$ cat src/hw/rtl/gcw_pkg.sv
package gcw_pkg;

   // panel geometry
   localparam int COLUMNS_PER_SIDE = 64;
   localparam int PAGE_COUNT       = 8;
   localparam int COL_LAST         = 2 * COLUMNS_PER_SIDE - 1;
   localparam int PAGE_LAST        = PAGE_COUNT - 1;
   localparam int COL_W            = $clog2(2 * COLUMNS_PER_SIDE);
   localparam int PAGE_W           = $clog2(PAGE_COUNT);

   // descriptor queue between front and back
   localparam int QUEUE_DEPTH = 2;
   localparam int QPTR_W      = $clog2(QUEUE_DEPTH);
   localparam int QCNT_W      = $clog2(QUEUE_DEPTH + 1);

   // request kinds
   typedef enum logic [1:0] {
      KIND_GOTO  = 2'd0,
      KIND_WRITE = 2'd1,
      KIND_INIT  = 2'd2,
      KIND_NONE  = 2'd3
   } kind_type;

   // configuration register indexes
   localparam logic [1:0] CSR_PAGE_CMD_BASE   = 2'd0;
   localparam logic [1:0] CSR_COLUMN_CMD_BASE = 2'd1;
   localparam logic [1:0] CSR_START_LINE_CMD  = 2'd2;
   localparam logic [1:0] CSR_DISPLAY_ON_CMD  = 2'd3;

   // chip select codes
   localparam logic [1:0] CS_LEFT  = 2'd1;
   localparam logic [1:0] CS_RIGHT = 2'd2;
   localparam logic [1:0] CS_BOTH  = 2'd3;

   // bus transaction steps of one run, one-hot, emitted lowest first
   localparam int STEP_COUNT = 7;
   typedef enum logic [STEP_COUNT-1:0] {
      STEP_DATA   = 7'b0000001,
      STEP_A_PAGE = 7'b0000010,
      STEP_A_COL  = 7'b0000100,
      STEP_B_PAGE = 7'b0001000,
      STEP_B_COL  = 7'b0010000,
      STEP_START  = 7'b0100000,
      STEP_DON    = 7'b1000000
   } step_type;

   typedef struct packed {
      logic [1:0] kind;
      logic [7:0] target_page;
      logic [7:0] target_column;
      logic [7:0] pixel_byte;
   } req_type;

   typedef struct packed {
      logic       is_data;
      logic [1:0] chip_select;
      logic [7:0] bus_value;
      logic       last_of_run;
   } rsp_type;

   typedef struct packed {
      logic [7:0] page_cmd_base;
      logic [7:0] column_cmd_base;
      logic [7:0] start_line_cmd;
      logic [7:0] display_on_cmd;
   } cfg_type;

   // one classified request: which steps to emit and their operands
   typedef struct packed {
      logic [STEP_COUNT-1:0] steps;
      logic                  data_side;
      logic [7:0]            pixel_byte;
      logic [PAGE_W-1:0]     a_page;
      logic [COL_W-1:0]      a_col;
      logic [PAGE_W-1:0]     b_page;
      logic [COL_W-1:0]      b_col;
   } desc_type;

   typedef struct packed {
      logic full;
      logic empty;
   } queue_status_type;

   // side of the panel that a column is on (0 left, 1 right)
   function automatic logic side_of(input logic [COL_W-1:0] col);
      return col >= COL_W'(COLUMNS_PER_SIDE);
   endfunction

   // column relative to its chip, widened to the bus
   function automatic logic [7:0] rel_col(input logic [COL_W-1:0] col);
      logic [COL_W-1:0] r;
      r = side_of(col) ? col - COL_W'(COLUMNS_PER_SIDE) : col;
      return 8'(r);
   endfunction

endpackage

$ cat src/hw/rtl/gcw_front.sv
module gcw_front import gcw_pkg::*; (
   input  logic     clock,
   input  logic     reset,
   input  logic     accept,
   input  req_type  req,
   output logic     push,
   output desc_type desc
);

   logic [PAGE_W-1:0] page_ff, page_in;
   logic [COL_W-1:0]  col_ff, col_in;
   logic              active_ff, active_in;
   logic              prev_ff, prev_in;

   logic [PAGE_W-1:0] goto_page;
   logic [COL_W-1:0]  goto_col;
   logic [COL_W:0]    col_step;
   logic              wrap;
   logic              new_side;

   // clamp the goto target
   always_comb begin
      goto_page = (req.target_page > 8'(PAGE_LAST)) ? PAGE_W'(PAGE_LAST)
                                                    : PAGE_W'(req.target_page);
      goto_col  = (req.target_column > 8'(COL_LAST)) ? COL_W'(COL_LAST)
                                                     : COL_W'(req.target_column);
   end

   // cursor update and run classification
   always_comb begin
      page_in   = page_ff;
      col_in    = col_ff;
      active_in = active_ff;
      prev_in   = prev_ff;
      col_step  = {1'b0, col_ff} + (COL_W+1)'(1);
      wrap      = col_step > (COL_W+1)'(COL_LAST);
      new_side  = 1'b0;
      push      = 1'b0;
      desc      = '0;
      desc.pixel_byte = req.pixel_byte;
      desc.data_side  = active_ff;
      case (kind_type'(req.kind))
         KIND_GOTO: begin
            push        = accept;
            page_in     = goto_page;
            col_in      = goto_col;
            active_in   = side_of(goto_col);
            desc.steps  = STEP_A_PAGE | STEP_A_COL;
            desc.a_page = goto_page;
            desc.a_col  = goto_col;
         end
         KIND_WRITE: begin
            push       = accept;
            desc.steps = STEP_DATA;
            if (wrap) begin
               page_in     = (page_ff == PAGE_W'(PAGE_LAST)) ? page_ff
                                                            : page_ff + PAGE_W'(1);
               col_in      = '0;
               desc.steps  = desc.steps | STEP_A_PAGE | STEP_A_COL;
               desc.a_page = page_in;
               desc.a_col  = '0;
            end else begin
               col_in = col_step[COL_W-1:0];
            end
            new_side  = side_of(col_in);
            active_in = new_side;
            // crossing to the other chip re-sends the address
            if (prev_ff != new_side) begin
               prev_in     = new_side;
               desc.steps  = desc.steps | STEP_B_PAGE | STEP_B_COL;
               desc.b_page = page_in;
               desc.b_col  = col_in;
            end
         end
         KIND_INIT: begin
            push        = accept;
            page_in     = '0;
            col_in      = '0;
            active_in   = 1'b0;
            desc.steps  = STEP_A_PAGE | STEP_A_COL | STEP_START | STEP_DON;
         end
         default: begin
            push = 1'b0;
         end
      endcase
   end

   always_ff @(posedge clock) begin
      if (reset) begin
         page_ff   <= '0;
         col_ff    <= '0;
         active_ff <= 1'b0;
         prev_ff   <= 1'b0;
      end else if (accept) begin
         page_ff   <= page_in;
         col_ff    <= col_in;
         active_ff <= active_in;
         prev_ff   <= prev_in;
      end
   end

endmodule

$ cat src/hw/rtl/gcw_queue.sv
module gcw_queue import gcw_pkg::*; (
   input  logic             clock,
   input  logic             reset,
   input  logic             push,
   input  desc_type         push_desc,
   input  logic             pop,
   output desc_type         head,
   output queue_status_type status
);

   desc_type          entry_ff [QUEUE_DEPTH];
   logic [QPTR_W-1:0] wr_ptr_ff, wr_ptr_in;
   logic [QPTR_W-1:0] rd_ptr_ff, rd_ptr_in;
   logic [QCNT_W-1:0] count_ff, count_in;

   assign head         = entry_ff[rd_ptr_ff];
   assign status.full  = count_ff == QCNT_W'(QUEUE_DEPTH);
   assign status.empty = count_ff == '0;

   // pointer and fill count update
   always_comb begin
      wr_ptr_in = wr_ptr_ff;
      rd_ptr_in = rd_ptr_ff;
      count_in  = count_ff;
      if (push) begin
         wr_ptr_in = (wr_ptr_ff == QPTR_W'(QUEUE_DEPTH - 1)) ? '0 : wr_ptr_ff + QPTR_W'(1);
      end
      if (pop) begin
         rd_ptr_in = (rd_ptr_ff == QPTR_W'(QUEUE_DEPTH - 1)) ? '0 : rd_ptr_ff + QPTR_W'(1);
      end
      if (push && !pop) begin
         count_in = count_ff + QCNT_W'(1);
      end else if (pop && !push) begin
         count_in = count_ff - QCNT_W'(1);
      end
   end

   always_ff @(posedge clock) begin
      if (reset) begin
         wr_ptr_ff <= '0;
         rd_ptr_ff <= '0;
         count_ff  <= '0;
      end else begin
         wr_ptr_ff <= wr_ptr_in;
         rd_ptr_ff <= rd_ptr_in;
         count_ff  <= count_in;
      end
   end

   // storage
   always_ff @(posedge clock) begin
      if (push) begin
         entry_ff[wr_ptr_ff] <= push_desc;
      end
   end

endmodule

$ cat src/hw/rtl/gcw_back.sv
module gcw_back import gcw_pkg::*; (
   input  logic     clock,
   input  logic     reset,
   input  cfg_type  cfg,
   input  desc_type head,
   input  logic     head_valid,
   output logic     pop,
   output logic     rsp_valid,
   input  logic     rsp_stall,
   output rsp_type  rsp_payload
);

   logic [STEP_COUNT-1:0] done_ff, done_in;
   logic                  valid_ff, valid_in;
   rsp_type               rsp_ff, rsp_in;

   logic [STEP_COUNT-1:0] remaining;
   logic [STEP_COUNT-1:0] cur;
   logic                  last;
   logic                  fire;

   // pick the next step of the head run
   always_comb begin
      remaining = head.steps & ~done_ff;
      cur       = remaining & (~remaining + STEP_COUNT'(1));
      last      = (remaining & ~cur) == '0;
      fire      = head_valid && (!valid_ff || !rsp_stall);
      pop       = fire && last;
   end

   // build the bus transaction for that step
   always_comb begin
      rsp_in             = rsp_ff;
      rsp_in.last_of_run = last;
      case (step_type'(cur))
         STEP_DATA: begin
            rsp_in.is_data     = 1'b1;
            rsp_in.chip_select = head.data_side ? CS_RIGHT : CS_LEFT;
            rsp_in.bus_value   = head.pixel_byte;
         end
         STEP_A_PAGE: begin
            rsp_in.is_data     = 1'b0;
            rsp_in.chip_select = side_of(head.a_col) ? CS_RIGHT : CS_LEFT;
            rsp_in.bus_value   = cfg.page_cmd_base + 8'(head.a_page);
         end
         STEP_A_COL: begin
            rsp_in.is_data     = 1'b0;
            rsp_in.chip_select = side_of(head.a_col) ? CS_RIGHT : CS_LEFT;
            rsp_in.bus_value   = cfg.column_cmd_base + rel_col(head.a_col);
         end
         STEP_B_PAGE: begin
            rsp_in.is_data     = 1'b0;
            rsp_in.chip_select = side_of(head.b_col) ? CS_RIGHT : CS_LEFT;
            rsp_in.bus_value   = cfg.page_cmd_base + 8'(head.b_page);
         end
         STEP_B_COL: begin
            rsp_in.is_data     = 1'b0;
            rsp_in.chip_select = side_of(head.b_col) ? CS_RIGHT : CS_LEFT;
            rsp_in.bus_value   = cfg.column_cmd_base + rel_col(head.b_col);
         end
         STEP_START: begin
            rsp_in.is_data     = 1'b0;
            rsp_in.chip_select = CS_BOTH;
            rsp_in.bus_value   = cfg.start_line_cmd;
         end
         STEP_DON: begin
            rsp_in.is_data     = 1'b0;
            rsp_in.chip_select = CS_BOTH;
            rsp_in.bus_value   = cfg.display_on_cmd;
         end
         default: begin
            rsp_in = rsp_ff;
         end
      endcase
   end

   // step progress and output register handshake
   always_comb begin
      done_in  = done_ff;
      valid_in = valid_ff && rsp_stall;
      if (fire) begin
         valid_in = 1'b1;
         done_in  = last ? '0 : (done_ff | cur);
      end
   end

   always_ff @(posedge clock) begin
      if (reset) begin
         done_ff  <= '0;
         valid_ff <= 1'b0;
      end else begin
         done_ff  <= done_in;
         valid_ff <= valid_in;
      end
   end

   always_ff @(posedge clock) begin
      if (fire) begin
         rsp_ff <= rsp_in;
      end
   end

   assign rsp_valid   = valid_ff;
   assign rsp_payload = rsp_ff;

endmodule

$ cat src/hw/rtl/dual_chip_glcd_cursor_writer.sv
// Cursor writer for a panel of two column controller chips. Each request item
// (goto, data write, init) is turned into a run of 1 to 5 bus transactions on
// the rsp channel, one per cycle while rsp_stall is low; last_of_run marks the
// end of each run. A goto yields 2 transactions, an init 4, and a data write
// 1, 3 or 5 (the address is re-sent on a page wrap and again when the cursor
// changes chip). The front takes one request per cycle while req_stall is low
// and updates the cursor at once; a two-entry run queue sits between it and the
// transaction sequencer, so the sustained rate is set by the sequencer. Kind 3
// requests are accepted and produce nothing. The command registers are written
// through the csr port; the user must do so only while no run is pending, which
// the block does not enforce. They reset to the usual controller command codes.
module dual_chip_glcd_cursor_writer import gcw_pkg::*; (
   input  logic       clock,
   input  logic       reset,
   input  logic       req_valid,
   output logic       req_stall,
   input  req_type    req_payload,
   output logic       rsp_valid,
   input  logic       rsp_stall,
   output rsp_type    rsp_payload,
   input  logic       csr_write_enable,
   input  logic [1:0] csr_index,
   input  logic [7:0] csr_write_data
);

   cfg_type          cfg_ff, cfg_in;
   logic             accept;
   logic             push;
   logic             pop;
   desc_type         push_desc;
   desc_type         head;
   queue_status_type q_status;

   // command registers
   always_comb begin
      cfg_in = cfg_ff;
      if (csr_write_enable) begin
         case (csr_index)
            CSR_PAGE_CMD_BASE:   cfg_in.page_cmd_base   = csr_write_data;
            CSR_COLUMN_CMD_BASE: cfg_in.column_cmd_base = csr_write_data;
            CSR_START_LINE_CMD:  cfg_in.start_line_cmd  = csr_write_data;
            CSR_DISPLAY_ON_CMD:  cfg_in.display_on_cmd  = csr_write_data;
            default:             cfg_in = cfg_ff;
         endcase
      end
   end

   always_ff @(posedge clock) begin
      if (reset) begin
         cfg_ff.page_cmd_base   <= 8'd184;
         cfg_ff.column_cmd_base <= 8'd64;
         cfg_ff.start_line_cmd  <= 8'd192;
         cfg_ff.display_on_cmd  <= 8'd63;
      end else begin
         cfg_ff <= cfg_in;
      end
   end

   assign req_stall = q_status.full;
   assign accept    = req_valid && !req_stall;

   gcw_front u_front (
      .clock  (clock),
      .reset  (reset),
      .accept (accept),
      .req    (req_payload),
      .push   (push),
      .desc   (push_desc)
   );

   gcw_queue u_queue (
      .clock     (clock),
      .reset     (reset),
      .push      (push),
      .push_desc (push_desc),
      .pop       (pop),
      .head      (head),
      .status    (q_status)
   );

   gcw_back u_back (
      .clock       (clock),
      .reset       (reset),
      .cfg         (cfg_ff),
      .head        (head),
      .head_valid  (!q_status.empty),
      .pop         (pop),
      .rsp_valid   (rsp_valid),
      .rsp_stall   (rsp_stall),
      .rsp_payload (rsp_payload)
   );

   // run queue never overflows or underflows
   assert property (@(posedge clock) disable iff (reset) push |-> !q_status.full)
      else $error("run queue overflow");
   assert property (@(posedge clock) disable iff (reset) pop |-> !q_status.empty)
      else $error("run queue underflow");

   // every transaction selects a chip, data never goes to both
   assert property (@(posedge clock) disable iff (reset)
      rsp_valid |-> rsp_payload.chip_select != 2'd0)
      else $error("transaction with no chip selected");
   assert property (@(posedge clock) disable iff (reset)
      rsp_valid && rsp_payload.is_data |-> rsp_payload.chip_select != CS_BOTH)
      else $error("data transfer sent to both chips");

endmodule
$ cat config.mk
export PLATFORM = sky130hd
export DESIGN_NAME = dual_chip_glcd_cursor_writer
export DESIGN_NICKNAME = d
export VERILOG_FILES = /design/src/hw/rtl/gcw_pkg.sv /design/src/hw/rtl/gcw_front.sv /design/src/hw/rtl/gcw_queue.sv /design/src/hw/rtl/gcw_back.sv /design/src/hw/rtl/dual_chip_glcd_cursor_writer.sv
export SDC_FILE = /design/constraint.sdc
export NUM_CORES = 1
export LEC_CHECK = 0
export BUFFER_PORTS_ARGS = -buffer_cell sky130_fd_sc_hd__buf_2
export CAP_MARGIN = 20
export CORE_UTILIZATION = 32
export CTS_BUF_LIST = sky130_fd_sc_hd__clkbuf_8
export DETAILED_ROUTE_END_ITERATION = 7
export RECOVER_POWER = 100
export SLEW_MARGIN = 25
export SYNTH_ARGS = -nofsm -noshare
export SYNTH_HDL_FRONTEND = slang
export SYNTH_SLANG_ARGS = --single-unit
$ cat constraint.sdc
create_clock -name clock -period 6.1 [get_ports clock]
set_clock_uncertainty 0.05 [all_clocks]
set_input_delay 1.22 -clock clock [delete_from_list [all_inputs] [get_ports clock]]
set_output_delay 1.22 -clock clock [all_outputs]
set_load 0.01 [all_outputs]
# == After elaboration in Yosys (flattened, before gate mapping) ==
# Memory sizes are Yosys's and may differ from the RTL's. A register that Yosys moved wholly into a read port is not among the register bits.
# Index checks and enable logic that the tools add are counted.
# Widths: inputs -> output; s select.
# word_totals
register_bits,68
memories,1
ramBits,72
out_inout_bits,14
# classes
eq_ne,15
muxes,33
reduce_logical,30
bitwise,7
addsub,13
magnitude_cmp,7
# mem_list
memory,words,width,read_ports,rd_ports_with_merged_regs,write_ports,line,source
u_queue.entry_ff,2,36,1,1,1,gcw_queue.sv:11,desc_type entry_ff [QUEUE_DEPTH];
# op_table
operator,count
$pmux 11 s7,1
$mux 7,6
$pmux 7 s3,2
$mux 10,3
$ge 7x7->1 const B,4
$and 7x7->7,3
$not 7->7,3
$pmux 10 s2,1
$add 8x3->8,2
$add 8x7->8,2
$gt 8x7->1 const B,2
$reduce_and 2->1,7
$sub 7x7->7 const B,2
$mux 3,4
$mux 2,5
$pmux 3 s3,1
$add 7x1->8 const B,1
$eq 2x2->1 const B,4
$gt 8x3->1 const B,1
$mux 1,8
$add 7x1->7 const B,1
$eq 7x1->1 const B,1
$eq 7x2->1 const B,1
$eq 7x3->1 const B,1
other kinds (25),39

# == Longest topological paths before layout ==
# Gate-level depths: netlist of the first run.
# depth
depth_word,12
depth_mapped,15
mapped_depth_nobuf,13

# == Modules after synthesis ==
# A second synthesis of the first run with hierarchy kept.
# unflattened
hier_cells,627
hier_area_um2,7155.6
# by_module_without_submodules
mod,cells_per_inst,instances,seq_area_each_um2,area_each_um2
gcw_queue,134,1,2262.2,2813.9
gcw_back,198,1,520.5,1820.5
dual_chip_glcd_cursor_writer,129,1,640.6,1305.0
gcw_front,166,1,240.2,1216.2

# == Worst setup path after synthesis of the first run ==
# Ideal clock, no wire load.
# synth_timing
path_type,input -> register
from,input port req_payload[24] (netlist bit)
to,memory u_queue.entry_ff[0][0] (netlist bit) (enable)
slack_ns,1.823
cell_stages,2
arrival_time_ns,3.763
setup_time_ns,0.464
cell_sequence,ha_1 > nor3_1
# synth_between
elab_chain_len,5
# synth_lines
element,line,source
"start, declared",dual_chip_glcd_cursor_writer.sv:17,"input req_type req_payload,"
"$eq 2x2->1, or another cell as far along",gcw_front.sv:42,case (kind_type'(req.kind))
$reduce_or 3->1 (no line) *,-,
$mux 1 *,gcw_front.sv:42,
$mux 1 *,gcw_queue.sv:52,if (push) begin
$mux 1 (implied by the code) *,gcw_queue.sv:53,entry_ff[wr_ptr_ff] <= push_desc;
"end, declared",gcw_queue.sv:11,
# Every way passes the cells marked *; elsewhere a longest branch is shown, timed or not.

==> results.json, run 1 <==
{
  "power_mw": 2.71,
  "hpwl_mm": 10.5,
  "synthTopCellsByArea": "edfxtp_1 (37%), dfxtp_1 (18%), nor2_1 (4.6%)",
  "postCtsSetupRepairBufs": 0,
  "p_leak_nw": 2.61,
  "cts.hold.buffers_added": 0,
  "syn-mean-instance-area_sq_um": 11.2,
  "cpMaxStageDelayCell": "nor4_1",
  "core_sq_um": 19000,
  "hold_path.class": "flip-flop to flip-flop",
  "violations": "max-capacitance violations, max-slew violations",
  "cpPeakStageDelay_ps": 1600,
  "overflow": 0,
  "outcome": "finished, violations left",
  "yosys_warnings": 0,
  "fp.dieW_microns": 142,
  "netlist_area_sq_um": 6310,
  "slew_headroom_pct": -54.2,
  "nNetsFinal": 685,
  "synth_top_area_share_pct": 37.1,
  "layout_commonest_cell": "edfxtp_1",
  "critPathRequiredTime_ps": 6320,
  "antenna_found_initial": 0,
  "cts_buffers": 17,
  "crit_type": "flip-flop to flip-flop",
  "crit_buf_inv": 1,
  "wl_mm": 14.3,
  "drive_gt1_share_pct": 13.7,
  "area_delta_synth_final_pct": 14.2,
  "cts_tree": "done",
  "finalMaxSlewViolations": 130,
  "setup_viol": 0,
  "synth-async-reset-ratio_pct": 0,
  "dr.pass1.iters": 5,
  "peakVddDrop_mv": 0.132,
  "grt_pass1_vias": 4365,
  "cts-root-buf": "clkbuf_8",
  "finalHoldViolations": 0,
  "post_drt_wl_per_cell_microns": 16.0,
  "cp_top_family": "simple AND/OR/NAND/NOR gates",
  "clock_latency_ps": 440,
  "crit_path_start_kind": "flip-flop",
  "timing.final.crit_share_pct": 79.7,
  "layout_setup_ws_ps": 1240,
  "crit_chain": "clkbuf_1 -> mux2i_1 -> or2_2 -> nor4_1 -> a221oi_1 -> a32oi_1",
  "yosysSeqAreaShare_pct": 55.2,
  "synthFlopType": "edfxtp_1",
  "layout_common_cells": "edfxtp_1 (78), nor2_1 (77), nand2_1 (62)",
  "synth_nets": 626,
  "antenna_cells": 0,
  "yosys.area.top_type": "edfxtp_1",
  "grt_max_degree": 51,
  "ys_seq_elements": 135,
  "drc": 0,
  "dp_worst_setup_slack_ps": 1620,
  "netlist_instances": 564,
  "cap_violations": 4,
  "post_cts_resized": 0,
  "hold_ws_ps": 413,
  "antenna_left": 0,
  "cts_buffer_depth": 2,
  "io_pins": 55,
  "first_iter_violations": 256,
  "numPortBuffers": 54,
  "vias": 4450,
  "grt_usage_pct": 14.5,
  "powerDensity_nw_per_um2": 376,
  "yosysUniqueCellTypes": 63,
  "rsz0062_at_grt": "no",
  "tns_ps": 0,
  "cts_num_sinks": 135,
  "synth-edff-count": 78,
  "crit_fanout": 15,
  "grt_pass1_wl_mm": 22.3,
  "endpoint_kind": "flip-flop",
  "routed_via_density": 4.97,
  "arrival_ps": 5080,
  "die_area_sq_um": 20300,
  "start_util_pct": 33.2,
  "max_freq_mhz": 206,
  "gp_congestion": 0.850,
  "tightest_slew_ps": 2310,
  "rows": 50,
  "htree_levels": 4,
  "fillers": 1911,
  "path_clk_slew_ps": 70,
  "layout_min_cycle_time_ps": 4860,
  "dieHeight_microns": 142
}
## tightest hold or removal path, cell delays in order, from the launching register on
cell and delay [ps]:
dfxtp_1 310, nand2_1 50, a21oi_1 50
## synth_stat cells, drive strengths merged (7+ instances only)
master,count
a22oi,7
mux2i,23
nand3b,9
a21oi,30
edfxtp,78
nor2b,12
inv,16
mux4,9
nand2,62
dfxtp,57
o21ai,25
xor2,7
clkbuf,15
nand3,8
xnor2,11
nor3,11
nor2,77
ha,19
## metal layers
| metal | part of all wire [%] | vias to the layer above | global-route usage, % |
|---|---|---|---|
| met5 | 0 | - | 0 |
| met4 | 1.7 | 0 | 6.17 |
| met3 | 4.7 | 18 | 3.57 |
| met2 | 47 | 123 | 23.4 |
| met1 | 47 | 2142 | 18.6 |
| li1 | - | 2167 | - |
## sequential cells by signal, indices dropped and copies added, names as in the netlist, named ones only
name                flops
cfg_ff                 32
u_back.done_ff          7
u_back.rsp_payload     12
u_back.rsp_valid        1
u_front.active_ff       1
u_front.col_ff          7
u_front.page_ff         3
u_front.prev_ff         1
u_queue.count_ff        2
u_queue.entry_ff       66
u_queue.rd_ptr_ff       1
u_queue.wr_ptr_ff       1
## per-stage QoR
| stage | instances | utilization (%) | cell area, sq um |
|---|---|---|---|
| 2_1_floorplan | 564 | - | 6310 |
| 3_3_place_gp | 864 | 36.1 | 6870 |
| 3_5_place_dp | 864 | 36.1 | 6870 |
| 4_1_cts | 896 | 38.3 | 7290 |
| 5_1_grt | 896 | 37.9 | 7210 |
| 6_report | 896 | 37.9 | 7210 |
## power by group
group          switching (mW)  internal (mW)
registers              0.0809           1.15
clock network           0.336          0.441
logic                   0.439          0.269
## layout make-up
class | count | area [sq um] | area share, %
flip-flops and latches | 135 | 3480 | 48.3
multi-input cells | 392 | 2650 | 36.8
well taps | 260 | 325 | 4.51
repair buffers | 60 | 267 | 3.70
clock buffers | 17 | 234 | 3.25
clock inverters | 15 | 185 | 2.57
inverters | 17 | 63.8 | 0.885
## final timing paths
kind	depth (start not counted)	startpoint	slack, ps	endpoint
max	6	flip-flop	1240	u_back.rsp_payload[8]
min	2	cfg_ff[8]	410	cfg_ff[8]
max reg2reg	6	flip-flop	1240	u_back.rsp_payload[8]
min reg2reg	2	cfg_ff[8]	410	cfg_ff[8]
## cell families after synthesis
kind of cell             count (synthesis)  share of synthesized area [%]
AND/OR/NAND/NOR                        205                           15.3
flip-flops                             135                           55.2
AO/OA/AOI/OAI                          110                           11.9
multiplexers                            37                           8.21
buffers and inverters                   37                           2.40
adder cells (fa/ha/maj)                 21                           4.40
XOR/XNOR                                18                           2.50
other                                    1                         0.0594
(Power assumes the default switching activity.)
==> inputs of run 2 (changes only) <==
ABC_AREA = 1   (was default)
clock period = 4.4 ns   (was 6.1 ns; I/O delays follow)
==> run 2 against run 1 <==
The run still ends with max-capacitance violations, max-slew violations left. Sequential power up 28%. Via count rose by 16%. Wire length increased by 8.1%. First-iteration DRC count is 62% higher. Sequential cell count unchanged. Power up 25%. Worst setup slack got worse by 570 ps. Design area increased by 3.9%. Clock-buffer cell count stayed put. Fmax rose by 30%. Critical path type unchanged. Highest routed layer unchanged.
==> results.json, run 2 <==
{
  "outcome": "finished, violations left",
  "violations": "max-capacitance violations, max-slew violations",
  "die_area_sq_um": 21200,
  "critPathRequiredTime_ps": 4550,
  "hold_path.class": "flip-flop to flip-flop",
  "numPortBuffers": 54,
  "cts.hold.buffers_added": 0,
  "nNetsFinal": 880,
  "synthFlopType": "edfxtp_1",
  "stdcell_count": 1100,
  "cap_violations": 1,
  "multiInputGateArea_sq_um": 2700,
  "wl_mm": 15.5,
  "rows": 52,
  "grt_pass1_wl_mm": 25.1,
  "antenna_cells": 0,
  "synth_nets": 819,
  "fin_util_pct": 37.0,
  "yosys_warnings": 0,
  "start_util_pct": 32.7,
  "vias": 5163,
  "rsz0062_at_grt": "no",
  "max_freq_mhz": 268,
  "p_leak_nw": 3.12,
  "peakVddDrop_mv": 0.197,
  "cts_buffer_depth": 2,
  "crit_chain": "inv_2 -> nand2_1 -> nand3b_1 -> nand2_1 -> nor2_1 -> inv_2 -> o21ai_0 -> ha_1 -> nand3_1 -> nand3_1 -> nand2_1 -> xor2_1 -> nor2_1 -> a31oi_1 -> nand3_1",
  "netlist_instances": 757,
  "arrival_ps": 3880,
  "overflow": 0,
  "postCtsSetupRepairBufs": 0,
  "fp.dieW_microns": 146,
  "cpMaxStageDelayCell": "inv_2",
  "slew_headroom_pct": -22.7,
  "antenna_left": 0,
  "first_iter_violations": 414,
  "netlist_area_sq_um": 6610,
  "post_drt_wl_per_cell_microns": 14.1,
  "regArea_sq_um": 3480,
  "routed_via_density": 4.69,
  "crit_buf_inv": 2,
  "crit_path_start_kind": "flip-flop",
  "tightest_slew_ps": 1840,
  "top_register": "u_queue.entry_ff",
  "yosysUniqueCellTypes": 46,
  "htree_levels": 4,
  "drc": 0,
  "cpPeakStageDelay_ps": 370,
  "hold_ws_ps": 412,
  "drive_gt1_share_pct": 11.9,
  "yosysSeqAreaShare_pct": 52.7,
  "dieHeight_microns": 146,
  "layout_commonest_cell": "nand2_1",
  "synth-edff-count": 78,
  "path_clk_slew_ps": 80,
  "io_pins": 55,
  "endpoint_kind": "flip-flop",
  "cts_num_sinks": 135,
  "grt_pass1_vias": 4927,
  "crit_type": "flip-flop to flip-flop",
  "cp_top_family": "simple AND/OR/NAND/NOR gates",
  "fillers": 2076,
  "cts_tree": "done",
  "layout_min_cycle_time_ps": 3730,
  "setup_viol": 0,
  "layout_common_cells": "nand2_1 (170), nor2_1 (95), edfxtp_1 (78)",
  "synthTopCellsByArea": "edfxtp_1 (35%), dfxtp_1 (17%), nand2_1 (9.5%)",
  "finalHoldViolations": 0,
  "core_sq_um": 20200,
  "hpwl_mm": 11.5,
  "placed_cells": 1069,
  "cts-root-buf": "clkbuf_8",
  "synth_most_common_cell": "nand2_1",
  "timing.final.crit_share_pct": 84.8,
  "grt_max_degree": 35,
  "synth_top_area_share_pct": 35.4,
  "grt_usage_pct": 15.3,
  "largest_reg_flops": 66,
  "synth_common_cells": "nand2_1 (168), nor2_1 (94), edfxtp_1 (78)",
  "synth-async-reset-ratio_pct": 0,
  "ys_seq_elements": 135,
  "area_delta_synth_final_pct": 13.3,
  "post_cts_resized": 0,
  "dr.pass1.iters": 5,
  "clock_latency_ps": 460,
  "powerDensity_nw_per_um2": 454,
  "cts_buffers": 17,
  "antenna_found_initial": 0,
  "crit_fanout": 30,
  "gp_congestion": 0.892,
  "tns_ps": 0,
  "syn-mean-instance-area_sq_um": 8.74,
  "finalMaxSlewViolations": 34,
  "yosys.area.top_type": "edfxtp_1"
}
-- run 2: cell types whose count changed after synthesis, sizes merged, moves of 9 or more --
cell,change
a21oi,+9
a31oi,+13
inv,+62
mux2i,-19
mux4,-9
nand2,+116
nand3,+32
nor2,+24
nor2b,-12
o21ai,+41
xnor2,-10
-- run 2: power by group --
part | total (mW) | switching, mW | internal, mW
Combinational | 0.806 | 0.555 | 0.252
Clock | 1.02 | 0.516 | 0.507
Sequential | 1.57 | 0.0616 | 1.51
-- run 2: path summary, 6_finish.rpt --
kind | depth (start not counted) | slack (ps) | endpoint | start
worst max-delay path | 15 | 670 | u_back.rsp_payload[8] | flip-flop
worst min-delay path | 2 | 410 | cfg_ff[10] | cfg_ff[10]
worst max register to register | 15 | 670 | u_back.rsp_payload[8] | flip-flop
worst min register to register | 2 | 410 | cfg_ff[10] | cfg_ff[10]
-- run 2: worst reg2reg max path: cells and delay by family (launching register included) --
| family | cells | cell delay (ps) |
|---|---|---|
| simple gates | 9 | 1540 |
| buf+inv | 2 | 520 |
| compound gates | 2 | 520 |
| flops | 1 | 330 |
| fa+ha+maj | 1 | 310 |
| xor+xnor | 1 | 220 |
-- run 2: through the flow --
step | total power, mW | cell area (sq um) | worst slack, ps
finish | 3.40 | 7490 | 669
global route | 3.59 | 7490 | 345
CTS | 3.46 | 7570 | 1000
detailed placement | 2.44 | 7190 | 1030
global placement | 2.44 | 7190 | 1040
floorplan | 2.19 | 6610 | 915
-- run 2: area by class of cell --
class / instances / share of cell area, %
inverter: 80 / 4.01
multi-input combinational: 522 / 36.0
clock inverter: 14 / 2.00
tap: 270 / 4.51
clock buffer: 17 / 3.12
sequential: 135 / 46.5
timing repair buffer: 62 / 3.83
-- run 2: cells by family after synthesis --
logic type                 Yosys count  share of synthesized area (%)
DFF                                135                           52.7
other                                1                         0.0567
and+or+nand+nor                    352                           24.1
AOI/OAI and AO/OA                  135                           11.1
muxes                                4                          0.606
xor gates and xnor gates             9                           1.19
adders and majority gates           21                           4.20
buffers and inverters              100                           6.05
-- run 2: routing by layer --
layer  GRT usage, %  vias to the layer above  wire length (microns)
li1               -                     2658                      -
met1           21.7                     2351                   7940
met2           22.8                      134                   6540
met3           3.76                       20                    788
met4           5.16                        0                    248
met5              0                        -                      0
==> inputs of run 3 (changes only) <==
clock period = 3.8 ns   (was 4.4 ns; I/O delays follow)
==> run 3 against run 2 <==
The run now ends clean. Worst setup slack got worse by 160 ps. First-iteration DRC count fell by 15%. Clock power rose by 9%. Fmax is 13% higher. Critical path depth grew 2. Register-to-register slack got worse by 160 ps. Wire length rose by 0.64%. Cell count up 0.18%. Design area fell by 0.15%. Global-route usage rose by 0.11 points. Utilization down 0.056 points. Critical path type unchanged. Largest cell class unchanged.
==> results.json, run 3 (same netlist as run 2, synthesis figures left out) <==
{
  "dp_worst_setup_slack_ps": 624,
  "wl_mm": 15.6,
  "die_area_sq_um": 21200,
  "pwr-share-seq_pct": 47.2,
  "internal_power_mw": 2.56,
  "layout_setup_ws_ps": 510,
  "top_register": "u_queue.entry_ff",
  "clock_latency_ps": 450,
  "arrival_ps": 3450,
  "powerDensity_nw_per_um2": 517,
  "dr.pass1.iters": 5,
  "gp_congestion": 0.847,
  "antenna_found_initial": 0,
  "dieHeight_microns": 146,
  "setup_viol": 0,
  "placed_cells": 1070,
  "cts_buffer_depth": 2,
  "p_leak_nw": 3.09,
  "antenna_cells": 0,
  "first_iter_violations": 353,
  "htree_levels": 4,
  "max_freq_mhz": 304,
  "hold_ws_ps": 405,
  "area_delta_synth_final_pct": 13.1,
  "cpMaxStageDelayCell": "fa_1",
  "routed_via_density": 4.70,
  "cts_buffers": 17,
  "layout_commonest_cell": "nand2_1",
  "outcome": "completed",
  "vias": 5183,
  "crit_type": "flip-flop to flip-flop",
  "grt_usage_pct": 15.5,
  "stdcell_count": 1102,
  "drc": 0,
  "crit_fanout": 19,
  "cts_num_sinks": 135,
  "p_sw_mw": 1.31,
  "crit_buf_inv": 3,
  "endpoint_kind": "flip-flop",
  "cap_violations": 0,
  "grt_max_degree": 34,
  "grt_pass1_wl_mm": 25.3,
  "fin_util_pct": 37.0,
  "grt_pass1_vias": 4813,
  "hold_path.class": "flip-flop to flip-flop",
  "crit_chain": "inv_1 -> nand2_1 -> nand3b_1 -> nand3_4 -> nor2_8 -> nor2_1 -> a31oi_1 -> ha_1 -> inv_1 -> fa_1 -> inv_1 -> nand4_1 -> nand3_1 -> nand2_1 -> nand3_1 -> o21ai_0 -> nand3b_1",
  "cp_top_family": "simple AND/OR/NAND/NOR gates",
  "finalMaxSlewViolations": 0,
  "crit_path_start_kind": "flip-flop",
  "peakVddDrop_mv": 0.195,
  "rows": 52,
  "nNetsFinal": 881,
  "cts.hold.buffers_added": 0,
  "place_area_sq_um": 7190,
  "critPathRequiredTime_ps": 3960,
  "fp.dieW_microns": 146,
  "cts_tree": "done",
  "power_mw": 3.87,
  "largest_reg_flops": 66,
  "crit_top_cell": "inv_1",
  "overflow": 0,
  "core_sq_um": 20200,
  "io_pins": 55,
  "tightest_slew_ps": 1260,
  "cpPeakStageDelay_ps": 400,
  "tns_ps": 0,
  "numPortBuffers": 54,
  "fin_area_sq_um": 7480,
  "clkPwrFrac_pct": 28.6,
  "slew_headroom_pct": 15.8,
  "hpwl_mm": 11.7,
  "rsz0062_at_grt": "no",
  "layout_min_cycle_time_ps": 3290,
  "post_drt_wl_per_cell_microns": 14.2,
  "layout_common_cells": "nand2_1 (169), nor2_1 (95), edfxtp_1 (78)",
  "p_sw_share_pct": 33.9,
  "cts-root-buf": "clkbuf_8",
  "timing.final.crit_share_pct": 86.6,
  "postCtsSetupRepairBufs": 0,
  "start_util_pct": 32.7,
  "antenna_left": 0,
  "pwr-share-comb_pct": 24.2,
  "path_clk_slew_ps": 80,
  "post_cts_resized": 0,
  "finalHoldViolations": 0,
  "drive_gt1_share_pct": 11.7
}
[run 3: changes by cell type in the layout (fill, tap and decap cells not counted), moves of 2 or more]
cell / before / now
clkbuf_1: 25 / 27
clkinvlp_4: 0 / 3
clkinv_2: 2 / 0
inv_1: 75 / 77
buf_2: 34 / 32
[run 3: area by class of cell]
cell class,count,area [sq um]
clock inverter,15,129
sequential,135,3480
clock buffer,17,234
fill,2115,12800
timing repair buffer,63,289
multi-input combinational,522,2710
inverter,80,300
tap,270,338
[run 3: path summary, 6_finish.rpt]
check,from,cells past startpoint,slack (ps),to
max,flip-flop,17,510,u_back.rsp_payload[7]
min,cfg_ff[12],2,410,cfg_ff[12]
max reg2reg,flip-flop,17,510,u_back.rsp_payload[7]
min reg2reg,cfg_ff[12],2,410,cfg_ff[12]
[run 3: metal layers]
metal / share of wire, % / vias to the layer above / GRT usage (%)
li1: - / 2665 / -
met5: 0 / - / 0
met1: 50 / 2356 / 22.2
met4: 1.8 / 0 / 6.26
met3: 5.4 / 18 / 3.79
met2: 43 / 144 / 22.1
[run 3: power groups by stage]
| stage | Clock (mW) | Sequential, mW | Combinational [mW] |
|---|---|---|---|
| 4_1_cts | 1.14 | 1.82 | 0.980 |
| 6_report | 1.11 | 1.83 | 0.936 |
| 2_1_floorplan | 0 | 1.86 | 0.670 |
| 5_1_grt | 1.21 | 1.84 | 1.06 |
| 3_5_place_dp | 0 | 1.86 | 0.978 |
| 3_3_place_gp | 0 | 1.85 | 0.971 |
[run 3: tightest hold or removal path, stage by stage (launching register included)]
cell	delay [ps]
dfxtp_1	300
inv_1	60
a21oi_1	50
